## config.mk

```make
export PLATFORM = sky130hd
export DESIGN_NAME = rral_front
export DESIGN_NICKNAME = d
export VERILOG_FILES = /design/src/hw/rtl/rral_pkg.sv /design/src/hw/rtl/rral_front.sv
export SDC_FILE = /design/constraint.sdc
export NUM_CORES = 1
export LEC_CHECK = 0
export BUFFER_PORTS_ARGS = -buffer_cell sky130_fd_sc_hd__buf_4
export CORE_MARGIN = 10
export CORE_UTILIZATION = 60
export DETAILED_ROUTE_END_ITERATION = 8
export PLACE_DENSITY = 0.91
export SYNTH_ARGS = -nofsm -noshare
export SYNTH_HDL_FRONTEND = slang
export SYNTH_SLANG_ARGS = --single-unit
```

## constraint.sdc

```tcl
create_clock -name clk -period 3.63 [get_ports clk]
set_input_delay 0.1815 -clock clk [delete_from_list [all_inputs] [get_ports clk]]
set_output_delay 0.1815 -clock clk [all_outputs]
set_load 0.03 [all_outputs]
```

## src/hw/rtl/rral_pkg.sv

```systemverilog
`timescale 1ns / 1ps
`default_nettype none
// ----------------------------------------------------------------------------
// rral_pkg
// shared types and constants of the per-class round-robin active list
// ----------------------------------------------------------------------------
package rral_pkg;

  localparam int MAX_CONNECTIONS = 256;
  localparam int NUM_CLASSES     = 5;
  localparam int CONN_W          = 8;
  localparam int CLASS_W         = 3;
  localparam int LINK_DEPTH      = NUM_CLASSES * MAX_CONNECTIONS;
  localparam int LINK_AW         = $clog2(LINK_DEPTH);
  localparam int QUEUE_DEPTH     = 4;
  localparam int QUEUE_PW        = $clog2(QUEUE_DEPTH);

  typedef enum logic [1:0] {
    CMD_REGISTER   = 2'd0,
    CMD_SELECT     = 2'd1,
    CMD_ACTIVATE   = 2'd2,
    CMD_DEACTIVATE = 2'd3
  } cmd_t;

  localparam logic [1:0] ST_OK        = 2'd0;
  localparam logic [1:0] ST_EMPTY     = 2'd1;
  localparam logic [1:0] ST_UNKNOWN   = 2'd2;
  localparam logic [1:0] ST_DUPLICATE = 2'd3;

  typedef struct packed {
    cmd_t                cmd;
    logic [CONN_W-1:0]   conn;
    logic [CLASS_W-1:0]  cls;
    logic                cls_ok;
  } cmd_entry_t;

  typedef struct packed {
    logic       valid;
    cmd_entry_t entry;
  } queue_out_t;

  typedef struct packed {
    logic [1:0]        status;
    logic              has_work;
    logic [CONN_W-1:0] gconn;
    logic              granted;
  } result_t;

endpackage
`default_nettype wire

```

## src/hw/rtl/rral_front.sv

```systemverilog
`timescale 1ns / 1ps
`default_nettype none
// ----------------------------------------------------------------------------
// rral_front
// accepts command transactions, classifies them and queues them for the back
// ----------------------------------------------------------------------------
module rral_front import rral_pkg::*; (
  input  wire logic        clk,
  input  wire logic        rst_n,
  input  wire logic        in_tvalid,
  output logic             in_tready,
  input  wire logic [15:0] in_tdata,
  input  wire logic        pop,
  output queue_out_t       q_out
);

  cmd_entry_t               mem_r [QUEUE_DEPTH];
  logic [QUEUE_PW-1:0]      wp_r, rp_r;
  logic [QUEUE_PW:0]        cnt_r;
  cmd_entry_t               ent;
  logic                     push, do_pop;

  always_comb begin
    ent.cmd    = cmd_t'(in_tdata[1:0]);
    ent.conn   = in_tdata[9:2];
    ent.cls    = in_tdata[12:10];
    ent.cls_ok = 32'(in_tdata[12:10]) < NUM_CLASSES;
  end

  assign in_tready   = cnt_r != (QUEUE_PW+1)'(QUEUE_DEPTH);
  assign push        = in_tvalid && in_tready;
  assign do_pop      = pop && (cnt_r != '0);
  assign q_out.valid = cnt_r != '0;
  assign q_out.entry = mem_r[rp_r];

  always_ff @(posedge clk) begin
    if (push) begin
      mem_r[wp_r] <= ent;
    end
  end

  always_ff @(posedge clk) begin
    if (!rst_n) begin
      wp_r  <= '0;
      rp_r  <= '0;
      cnt_r <= '0;
    end else begin
      if (push) wp_r <= wp_r + 1'b1;
      if (do_pop) rp_r <= rp_r + 1'b1;
      cnt_r <= cnt_r + (QUEUE_PW+1)'(push) - (QUEUE_PW+1)'(do_pop);
    end
  end

endmodule
`default_nettype wire

```

* Word level (Yosys, flattened, before mapping)
Memory sizes are Yosys's and may differ from the RTL's. A register that Yosys moved wholly into a read port is not among the register bits.
Index checks and enable logic that the tools add are counted.
** Word-level totals
- Register bits after elaboration :: 7
- Memories :: 1
- Memory bits (writable) :: 56
- Input bits :: 20
- Output and inout bits :: 16
- Logic and storage cells :: 17
** Cells by class
- Reduce and logical (&&, ||, !) cells :: 3
- Add/sub/neg operators :: 4
- Muxes and demuxes :: 4
- Equality and inequality tests :: 1
- Order comparisons :: 1
** Memory list
- mem_r :: words 4, bits a word 14, read ports 1, clocked after memory_dff 1, wr ports 1, line rral_front.sv:17 : cmd_entry_t mem_r [QUEUE_DEPTH];
** Operator list (number)
- adder 2 x 1 -> 2 bit (second input constant) :: 2
- 2-to-1 mux 2 bit :: 2
- adder 3 x 1 -> 3 bit :: 1
- < comparator 3 bit (second input constant) :: 1
- != test 3 bit (second input constant) :: 1
- nonzero test 3 bit :: 1
- subtractor 3 x 1 -> 3 bit :: 1
- logical AND 1 bit :: 2
- 2-to-1 mux 1 bit :: 2

* Longest topological paths before layout
Gate-level depths: netlist of run 1.
- Depth in word-level cells :: 4
- Mapped depth :: 11
- Mapped depth without buffers :: 11

* Least setup slack after synthesis of run 1
OpenSTA, ideal clock, no wires.
- Kind :: reg2reg
- From :: register cnt_r[1]
- To :: register cnt_r[2]
- Setup slack :: 1.411 ns
- Data required time :: 3.515 ns
- Cell stages (with the launch flop) :: 12
- Setup time :: 0.115 ns
- Period minus slack after synthesis :: 2.219 ns
- Buffers on the path :: 0
- Data arrival time :: 2.104 ns
- Path through :: dfxtp_1 -> nor2_1 -> a21boi_2 -> inv_1 -> ha_1 -> inv_1 -> ha_1 -> inv_1 -> fa_1 -> xnor2_1 -> xnor2_1 -> and2_1
** Between the ends
- Cells in the longest elaborated chain, start to end :: 4
- Elaborated cells on any way between the ends :: 6
- Classes of those cells :: add/sub (2); eq/ne (1); reduce/logical (3)
** Ends and longest elaborated chain
- from (decl) :: line rral_front.sv:19 : logic [QUEUE_PW:0] cnt_r;
- from (signal assigned) :: line rral_front.sv:50 : cnt_r <= cnt_r + (QUEUE_PW+1)'(push) - (QUEUE_PW+1)'(do_pop);
- != test 3 bit :: line rral_front.sv:30 : assign in_tready = cnt_r != (QUEUE_PW+1)'(QUEUE_DEPTH);
- logical AND 1 bit :: line rral_front.sv:31 : assign push = in_tvalid && in_tready;
- adder 3 x 1 -> 3 bit :: line rral_front.sv:50
- subtractor 3 x 1 -> 3 bit (*) :: line rral_front.sv:50
Every way passes the cells marked *; elsewhere a longest branch is shown, timed or not.
A chain may end at the register's enable or synchronous reset.

* Worst setup path in the final report of run 1
Ends and elaborated chain as after synthesis.

==> results.tsv, run 1 <==
metric	value	unit
status	complete, no violations	
cts_made_buffers	9	
gp_congestion	0.768	
post-synth-top-area-fraction	66.4	%
slew_headroom	41.2	%
element_type_at_the_critical_path_start	flip-flop	
post_synth_inst_count	122	
cts.clk_slew.worst_paths	0.06	ns
initial_utilization	62.4	%
fin_skew	0.00547	ns
die_width	85.0	um
dieHeight	85.0	um
cts_max_level	3	
postRouteWirelength	4.17	mm
drt_first_iter_violations	49	
cts_tree	built	
period_minus_slack	2.47	ns
synth.avg_cell_area	20.8	sq um
worstReg2RegStart	cnt_r[1]	
ys_ff_latch	65	
count_of_yosys_warnings_during_synthesis	0	
dp.cells	200	
most-common-layout-cells	sky130_fd_sc_hd__edfxtp_1 (56), sky130_fd_sc_hd__buf_4 (32), sky130_fd_sc_hd__clkbuf_8 (12)	
grt_max_degree	15	
fill_cell_count	219	
placementRows	23	
synthToLayoutAreaGrowth	18.4	%
overflow	0	
route.detailed.drc	0	
fin_crit_sh	67.9	%
switching_share	30.3	%
drt_pass1_iterations	4	
worst-slew-pin-transition	0.881	ns
grtUsageTotal	12.0	%
fin_ws	1.16	ns
rsz0062_at_grt	false	
via_count_of_the_first_global_routing_pass	1363	
timing_hold_violations_final	0	
detail_route.vias_per_cell	5.52	
drtAntennaViolNets	0	
layout-drive-gt1-share	34.9	%
setup.worst_path.start	cnt_r[1]	
clock-sinks	65	
worstPathMaxFanout	7	
cts-root-to-sink-buffers	2	
final_design_area_no_fill	0.00300	sq mm
final_common_cell	sky130_fd_sc_hd__edfxtp_1	
min_from	in_tdata[0]	
grt_antenna_before_repair	0	
final-instance-count-excl-fill	216	
post_dp_area	0.00280	sq mm
floorplan.io_pins	36	
setup_viol	0	
critical-path-max-stage-delay	0.47	ns
place.detailed.hpwl	2.83	mm
data_arrival_time_of_the_critical_path	2.69	ns
nNetsFinal	188	
antennaDiodeCount	0	
critPathSlowestCell	sky130_fd_sc_hd__dfxtp_1	
cts.hold.buffers_added	0	
yosysTopAreaCell	sky130_fd_sc_hd__edfxtp_1	
critPathCaptureType	flip-flop	
ctsResizeCount	0	
ir_worst_vdd	0.479	mV
seq_area_frac_synth	73.5	%
netlist_area	0.00253	sq mm
p_sw	0.000671	W
synthesis.nets	149	
max_cap_violations	0	
power.share.sequential	45.4	%
grt_pass1_wl	6.69	mm
pwr-share-clk	26.6	%
insertion_delay	0.33	ns
via_count	1193	
fmax	406	MHz
hp-class	input port to flip-flop	
leakage	1.07	nW
port_buffers	32	
proportion_of_power_drawn_by_combinational_gates	28.1	%
critical_path.cell_chain	nor2_1 -> a21boi_2 -> inv_1 -> ha_1 -> inv_1 -> ha_1 -> inv_1 -> fa_1 -> xnor2_1 -> xnor2_1 -> and2_1	
path_common_cell	sky130_fd_sc_hd__inv_1	
die-area	0.00722	sq mm
timing_worst_setup_path_type	flip-flop to flip-flop	
final_max_slew_viol_count	0	
ys_types	22	
synth_top_cells_by_area	sky130_fd_sc_hd__edfxtp_1 (66%), sky130_fd_sc_hd__mux4_2 (8.9%), sky130_fd_sc_hd__dfxtp_1 (7.1%)	
design_power_total	0.00222	W
finalSetupTns	0	ns
critical_path_rt	3.85	ns
pwr_density_cell	739	mW/mm^2
dpl_worst_slack	1.16	ns
intPower	0.00155	W
avgRoutedWirePerCell	19.3	um
cts_post_setup_buffers_inserted	0	
core-area	0.00406	sq mm
clock_tree_root_driver_cell	sky130_fd_sc_hd__clkbuf_8	
==> critical path: cells and delay by family, from the launching register on <==
kind,cells,cell delay [ns]
adder cells (fa/ha/maj),3,0.80
buffers and inverters,3,0.21
flip-flops,1,0.47
XOR/XNOR,2,0.28
AO/OA/AOI/OAI,1,0.31
AND/OR/NAND/NOR,2,0.29
==> path summary, 6_finish.rpt <==
| kind | to | slack (ns) | cells after the start |
|---|---|---|---|
| setup / recovery | cnt_r[2] | 1.16 | 11 |
| hold / removal | mem_r[1][12] | 0.05 | 1 |
| setup reg to reg | cnt_r[2] | 1.16 | 11 |
| hold reg to reg | wp_r[1] | 0.50 | 2 |
==> sequential cells by signal, summed over array words and instances (netlist names), named ones only <==
name and flops:
wp_r 2, rp_r 2, cnt_r 3, mem_r 56
==> cell usage after synthesis, drive strengths merged <==
cell	number
buf	3
nand2	5
ha	6
nor2	1
nor2b	3
inv	5
o31a	1
o21ai	1
a21boi	1
mux2i	2
edfxtp	56
xnor2	4
fa	1
o311ai	1
dfxtp	9
and2	7
mux4	14
clkbuf	1
or3	1
==> power by group through the flow <==
stage | sequential, W | clock, W | combinational, W
after floorplan | 0.000967 | 0 | 0.000496
after global placement | 0.00101 | 0 | 0.000607
after detailed placement | 0.00103 | 0 | 0.000631
after CTS | 0.00101 | 0.000594 | 0.000636
after global routing | 0.00102 | 0.000629 | 0.000668
final | 0.00101 | 0.000589 | 0.000622
==> routing by layer <==
metal,GRT usage [%],share of wire (%),vias up
li1,-,-,554
met1,12.0,40,595
met2,21.0,52,36
met3,4.49,6.1,8
met4,6.74,1.7,0
met5,0,0,-
==> kinds of logic (layout without fill, tap and decap cells) <==
logic type	count (synthesis)	after routing	synth area share, %
XOR/XNOR	4	4	1.38
multiplexers	16	16	13.8
flip-flops	65	65	73.5
adder cells (fa/ha/maj)	7	7	3.75
AO/OA/AOI/OAI	4	4	1.63
AND/OR/NAND/NOR	17	17	3.61
buffers and inverters	9	53	2.32
==> final cells by class <==
type / count / area, sq um / share of cell area (%)
Inverter: 5 / 18.8 / 0.626
Multi-Input combinational cell: 48 / 613 / 20.4
Clock inverter: 1 / 5.00 / 0.167
Timing Repair Buffer: 32 / 240 / 8.01
Sequential cell: 65 / 1860 / 62.1
Tap cell: 50 / 62.6 / 2.09
Clock buffer: 15 / 198 / 6.59
==> metrics by stage <==
stage	utilization, %	hold slack (ns)
CTS	73.9	0.0409
global placement	68.9	0.380
floorplan	-	0.280
detailed placement	68.9	0.386
finish	73.9	0.0503
global route	73.9	0.0414
Note: power is estimated with default switching activity, not from simulation.
==> run 2: changes to the inputs <==
Settings changed: ABC_AREA set to 1, CORE_UTILIZATION 60 to 56, PLACE_DENSITY 0.91 to 0.86.
Clock period 3.63 ns to 2.56 ns, I/O delays scaled along.
==> results.tsv, run 2 <==
metric	value	unit	change
proportion_of_power_drawn_by_combinational_gates	31.2	%	+3.1 points
fin_crit_sh	77.8	%	+9.9 points
post-synth-top-area-fraction	65.0	%	-1.3 points
seq_area_frac_synth	72.0	%	-1.5 points
design_power_total	0.00326	W	+47%
cts_max_level	3		unchanged
floorplan.io_pins	36		unchanged
crit-reg2reg-capture	cnt_r[2]		
fmax	502	MHz	+24%
element_type_at_the_critical_path_start	flip-flop		
cts_tree	built		
placementRows	24		+4.3%
p_sw	0.00108	W	+61%
dieHeight	88.0	um	+3.5%
cts-root-to-sink-buffers	2		unchanged
route.detailed.drc	0		unchanged
period_minus_slack	1.99	ns	-0.474 ns
final_common_cell	sky130_fd_sc_hd__edfxtp_1		
overflow	0		unchanged
critical-path-top-delay-family	adder cells		
synth_enable_flop_cells	56		unchanged
setup_viol	0		unchanged
crit_path_buffers_inverters	2		-1
grt-busiest-layer	met2		
finalCoreUtilization	72.0	%	-1.9 points
place.detailed.hpwl	2.97	mm	+4.9%
drt_pass1_iterations	6		+2
final_max_slew_viol_count	0		unchanged
finalSetupTns	0	ns	unchanged
top_register	mem_r		
gp_congestion	0.723		-5.8%
most-common-layout-cells	sky130_fd_sc_hd__edfxtp_1 (56), sky130_fd_sc_hd__nor2_1 (39), sky130_fd_sc_hd__buf_4 (37)		
critical-path-max-stage-delay	0.44	ns	-0.03 ns
critical_path.cell_chain	nor2_4 -> nand2_2 -> nand2_1 -> ha_1 -> inv_1 -> ha_1 -> inv_1 -> fa_1 -> o21ai_0 -> nor2_1		
synth_top_cells_by_area	sky130_fd_sc_hd__edfxtp_1 (65%), sky130_fd_sc_hd__dfxtp_1 (7.0%), sky130_fd_sc_hd__nor2_1 (5.7%)		
dominantRegCellSynth	sky130_fd_sc_hd__edfxtp_1		
worstPathMaxFanout	6		-1
fin_skew	0.00928	ns	+0.00381 ns
grt_antenna_before_repair	0		unchanged
avgRoutedWirePerCell	15.2	um	-21%
timing.hold.worst_path_depth	1		unchanged
grt_pass1_wl	7.74	mm	+16%
largest_registers_in_the_final_layout	mem_r: 56 flops, cnt_r: 3 flops		
detail_route.vias_per_cell	5.33		-3.6%
worst-r2r-cell-count	10		-1
power.share.sequential	42.0	%	-3.4 points
worst_hold_path.endpoint	mem_r[0][2]		
critical_path_rt	2.78	ns	-1.07 ns
count_of_yosys_warnings_during_synthesis	0		unchanged
synth.avg_cell_area	12.9	sq um	-38%
critPathSlowestCell	sky130_fd_sc_hd__dfxtp_1		
multi_input_comb_area	594	sq um	-3.1%
largest_register_ffs	56		unchanged
synthesis.nets	228		+53%
yosys.cell_count.top_type	sky130_fd_sc_hd__edfxtp_1		
synthToLayoutAreaGrowth	22.8	%	
via_count_of_the_first_global_routing_pass	1672		+23%
cts_made_buffers	9		unchanged
min_from	in_tdata[11]		
hp-class	input port to flip-flop		
via_count	1651		+38%
clock-sinks	65		unchanged
slew_headroom	61.8	%	+21 points
ir_worst_vdd	0.656	mV	+37%
switching_share	33.2	%	+2.9 points
intPower	0.00218	W	+41%
layout-drive-gt1-share	21.7	%	-13 points
die-area	0.00774	sq mm	+7.1%
die_width	88.0	um	+3.5%
netlist_area	0.00259	sq mm	+2.1%
drtAntennaViolNets	0		unchanged
max_cap_violations	0		unchanged
initial_utilization	58.6	%	-3.9 points
synth_top_cells_by_count	sky130_fd_sc_hd__edfxtp_1 (56), sky130_fd_sc_hd__nor2_1 (39), sky130_fd_sc_hd__o21ai_0 (24)		
ff2ff_setup_slack	0.57	ns	-0.60 ns
ctsResizeCount	0		unchanged
nNetsFinal	280		+49%
worst-slew-pin-transition	0.572	ns	-0.309 ns
status	complete, no violations		
data_arrival_time_of_the_critical_path	2.21	ns	-0.48 ns
worstReg2RegStart	cnt_r[1]		
grtUsageTotal	13.2	%	+1.1 points
yosysTopAreaCell	sky130_fd_sc_hd__edfxtp_1		
pwr-share-clk	26.8	%	+0.2 points
leakage	1.22	nW	+14%
timing_worst_setup_path_type	flip-flop to flip-flop		
post_synth_inst_count	201		+65%
cts.clk_slew.worst_paths	0.06	ns	about the same
pwr_density_cell	1030	mW/mm^2	+39%
port_buffers	32		unchanged
timing_hold_violations_final	0		unchanged
final-seq-area	0.00186	sq mm	unchanged
grt_util_met1	14.6	%	+2.6 points
gr-usage-met3	4.27	%	-0.22 points
drt_first_iter_violations	162		+230%
grt_max_degree	29		+14
cts_post_setup_buffers_inserted	0		unchanged
postRouteWirelength	4.71	mm	+13%
critPathCaptureType	flip-flop		
antennaDiodeCount	0		unchanged
ys_ff_latch	65		unchanged
fill_cell_count	295		+35%
rsz0062_at_grt	false		
postSynth.asyncResetShare	0	%	unchanged
core-area	0.00441	sq mm	+8.8%
clock_tree_root_driver_cell	sky130_fd_sc_hd__clkbuf_8		
cts.hold.buffers_added	11		+11
ys_types	20		-9.1%
insertion_delay	0.33	ns	about the same
met2_usage	21.9	%	+0.84 points
run 2: cell type report:
type                            instances  share of cell area, %
Tap cell                               52                   2.05
Clock inverter                          3                   1.22
Timing Repair Buffer                   48                   12.2
Inverter                               16                   1.89
Multi-Input combinational cell        113                   18.7
Clock buffer                           13                   5.32
Sequential cell                        65                   58.6
run 2: worst max-delay path by stage:
stage	from	end	slack, ns	cells after the start
floorplan	cnt_r[1]	cnt_r[2]	0.56	10
global placement	cnt_r[1]	cnt_r[2]	0.62	10
detailed placement	cnt_r[1]	cnt_r[2]	0.57	10
CTS	cnt_r[1]	cnt_r[2]	0.56	10
global route	cnt_r[1]	cnt_r[2]	0.38	10
finish	cnt_r[1]	cnt_r[2]	0.57	10
run 2: logic make-up (layout without fill, tap and decap cells):
logic type	Yosys count	count (layout)	share of synthesized area (%)
compound gates	50	50	10.5
fa+ha+maj	7	7	3.68
buf+inv	23	80	5.03
flops	65	65	72.0
simple gates	56	56	8.76
run 2: metal layers:
| layer | up-vias | routed length (um) |
|---|---|---|
| met4 | 0 | 96 |
| met1 | 770 | 1910 |
| met3 | 10 | 356 |
| met5 | - | 0 |
| met2 | 53 | 2340 |
| li1 | 818 | - |
run 2: power groups by stage:
| stage | combinational, W | sequential (W) | clock, W |
|---|---|---|---|
| 2_1_floorplan | 0.000716 | 0.00137 | 0 |
| 3_3_place_gp | 0.000987 | 0.00139 | 0 |
| 3_5_place_dp | 0.00102 | 0.00139 | 0 |
| 4_1_cts | 0.00103 | 0.00137 | 0.000890 |
| 5_1_grt | 0.00112 | 0.00138 | 0.000941 |
| 6_report | 0.00102 | 0.00137 | 0.000873 |
run 2: stage by stage:
stage | cell area, sq um | worst slack, ns | hold WS [ns] | instances
2_1_floorplan | 2590 | 0.560 | 0.221 | 201
3_5_place_dp | 2860 | 0.574 | 0.332 | 283
5_1_grt | 3180 | 0.383 | 0.00840 | 310
4_1_cts | 3180 | 0.556 | 0.00661 | 310
6_report | 3180 | 0.569 | 0.0137 | 310
3_3_place_gp | 2860 | 0.617 | 0.329 | 283
run 2: worst register-to-register path: cells and delay by family, from the launching register on:
family / cells / cell delay (ns)
AND/OR/NAND/NOR: 4 / 0.36
AO/OA/AOI/OAI: 1 / 0.16
adder cells (fa/ha/maj): 3 / 0.81
buffers and inverters: 2 / 0.10
flip-flops: 1 / 0.44
==> run 3: changes to the inputs <==
Settings changed: CORE_UTILIZATION 56 to 50, PLACE_DENSITY 0.86 to 0.82.
Clock period 2.56 ns to 1.75 ns, I/O delays scaled along.
==> results.tsv, run 3 (synthesis results as in run 2) <==
metric	value	unit	change
avgRoutedWirePerCell	15.1	um	-0.37%
fin_ws	-0.00492	ns	-0.574 ns
top_register	mem_r		
pwr_density_cell	1480	mW/mm^2	+44%
drtAntennaViolNets	0		unchanged
cts_tree	built		
die_width	91.9	um	+4.5%
clock_tree_root_driver_cell	sky130_fd_sc_hd__clkbuf_8		
hp-class	input port to flip-flop		
highest_layer	met4		
final_hold_slack	0.0424	ns	+0.0286 ns
p_sw	0.00170	W	+58%
pwr-share-clk	23.0	%	-3.8 points
switching_share	34.4	%	+1.2 points
fin_skew	0.00603	ns	-0.00325 ns
critical-path-max-stage-delay	0.55	ns	+0.11 ns
placementRows	26		+8.3%
final_common_cell	sky130_fd_sc_hd__edfxtp_1		
synthToLayoutAreaGrowth	29.6	%	
period_minus_slack	1.75	ns	-0.236 ns
data_arrival_time_of_the_critical_path	1.98	ns	-0.23 ns
worst-r2r-cell-count	9		-1
clock-sinks	65		unchanged
ff2ff_setup_slack	-0.005	ns	-0.57 ns
grt_max_degree	29		unchanged
route.met3.wl	229	um	-36%
cts.clk_slew.worst_paths	0.06	ns	about the same
fill_cell_count	391		+33%
nNetsFinal	295		+5.4%
multi_input_comb_area	638	sq um	+7.4%
crit-reg2reg-capture	cnt_r[1]		
grtUsageTotal	12.3	%	-0.84 points
core-area	0.00507	sq mm	+15%
proportion_of_power_drawn_by_combinational_gates	36.5	%	+5.3 points
critPathCaptureType	flip-flop		
failed_checks	setup timing		
port_buffers	32		unchanged
gp_congestion	0.733		+1.4%
cts-root-to-sink-buffers	2		unchanged
intPower	0.00325	W	+49%
most-common-layout-cells	sky130_fd_sc_hd__edfxtp_1 (56), sky130_fd_sc_hd__buf_4 (49), sky130_fd_sc_hd__nor2_1 (39)		
postRouteWirelength	5.19	mm	+10%
critPathSlowestCell	sky130_fd_sc_hd__fa_2		
grt_antenna_before_repair	0		unchanged
status	finished, violations left		
worst-slew-pin-transition	0.401	ns	-0.171 ns
cts_made_buffers	9		unchanged
drt_pass1_iterations	5		-1
largest_register_ffs	56		unchanged
worstReg2RegStart	cnt_r[1]		
critical_path_rt	1.98	ns	-0.80 ns
die-area	0.00845	sq mm	+9.2%
finalSetupTns	-0.00492	ns	-0.00492 ns
slew_headroom	73.0	%	+11 points
grt_pass1_wl	8.23	mm	+6.3%
finalCoreUtilization	66.1	%	-5.9 points
rsz0062_at_grt	true		
max_cap_violations	0		unchanged
overflow	0		unchanged
initial_utilization	51.0	%	-7.6 points
antennaDiodeCount	0		unchanged
timing.hold.worst_path_depth	3		+2
cts_max_level	3		unchanged
critical_path.cell_chain	nor2_4 -> nand2_4 -> nand2_4 -> ha_4 -> inv_2 -> ha_4 -> inv_2 -> fa_2 -> nor2_1		
ir_worst_vdd	0.826	mV	+26%
largest_registers_in_the_final_layout	mem_r: 56 flops, cnt_r: 3 flops		
design_power_total	0.00496	W	+52%
wl_met2	2.70	mm	+15%
route.detailed.drc	0		unchanged
setup_viol	1		+1
drt_first_iter_violations	112		-31%
via_count_of_the_first_global_routing_pass	1803		+7.8%
final_design_area_no_fill	0.00335	sq mm	+5.5%
m1WireLength	2.16	mm	+13%
element_type_at_the_critical_path_start	flip-flop		
via_count	1732		+4.9%
insertion_delay	0.33	ns	about the same
final_max_slew_viol_count	0		unchanged
timing_hold_violations_final	0		unchanged
worstPathMaxFanout	3		-3
layout-drive-gt1-share	28.6	%	+6.9 points
final-seq-area	0.00187	sq mm	+0.47%
fmax	570	MHz	+13%
place.detailed.hpwl	3.32	mm	+12%
fin_crit_sh	100	%	+23 points
leakage	1.28	nW	+5.2%
power.share.sequential	40.5	%	-1.5 points
floorplan.io_pins	36		unchanged
dieHeight	91.9	um	+4.5%
post_dp_area	0.00294	sq mm	+2.7%
timing_worst_setup_path_type	flip-flop to flip-flop		
detail_route.vias_per_cell	5.05		-5.2%
min_from	pop		
## run 3: cell types whose count changed in the layout (fill, tap and decap cells not counted), moves of 2 or more
cell and delta:
sky130_fd_sc_hd__buf_4 +12, sky130_fd_sc_hd__dfxtp_1 -3, sky130_fd_sc_hd__dlygate4sd3_1 +3, sky130_fd_sc_hd__dfxtp_4 +2
sky130_fd_sc_hd__ha_1 -2, sky130_fd_sc_hd__ha_4 +2, sky130_fd_sc_hd__inv_1 -2, sky130_fd_sc_hd__nand2_4 +2
## run 3: metrics by stage
step | std cells | setup WS, ns
after detailed placement | 306 | -0.0418
final | 343 | -0.00492
after global placement | 306 | 0.0111
after floorplan | 201 | -0.0164
after CTS | 339 | -0.0118
after global routing | 343 | -0.0664
## run 3: worst max path at each step
stage	depth (start not counted)	to	slack [ns]	from
floorplan	10	cnt_r[2]	-0.02	cnt_r[1]
global placement	9	cnt_r[2]	0.01	cnt_r[2]
detailed placement	9	cnt_r[2]	-0.04	cnt_r[1]
CTS	9	cnt_r[1]	-0.01	cnt_r[1]
global route	9	cnt_r[1]	-0.07	cnt_r[1]
finish	9	cnt_r[1]	-0.005	cnt_r[1]
## run 3: metal layers
layer | global-route usage (%) | vias to the layer above
met5 | 0 | -
met4 | 6.94 | 0
met3 | 3.18 | 8
met2 | 22.2 | 49
met1 | 12.7 | 826
li1 | - | 849
## run 3: area by class of cell
cell class / instances / share of cell area, %
multi-input combinational: 113 / 19.0
clock buffer: 14 / 5.15
tap: 70 / 2.61
clock inverter: 2 / 0.373
sequential: 65 / 55.8
inverter: 16 / 1.87
timing repair buffer: 63 / 15.2
## run 3: worst max-delay path, delay by kind of cell (launching register included)
family	cells	cell delay (ns)
buffers and inverters	2	0.10
DFF	1	0.35
adders and majority gates	3	0.86
and+or+nand+nor	4	0.34
## run 3: what timing repair did
item | in CTS | in global routing
endpoints found under the setup margin | 2 | 3
hold endpoints to repair | 54 | 0
hold buffers | 14 | 0
setup buffers | 3 | 4
pin swaps | 2 | 9
gates resized for setup | 2 | 10
## run 3: power groups by stage
stage          Sequential, W  Combinational (W)  Clock, W
3_3_place_gp         0.00203            0.00152         0
4_1_cts              0.00201            0.00168   0.00117
5_1_grt              0.00203            0.00199   0.00121
6_report             0.00201            0.00181   0.00114
2_1_floorplan        0.00202            0.00107         0
3_5_place_dp         0.00205            0.00158         0
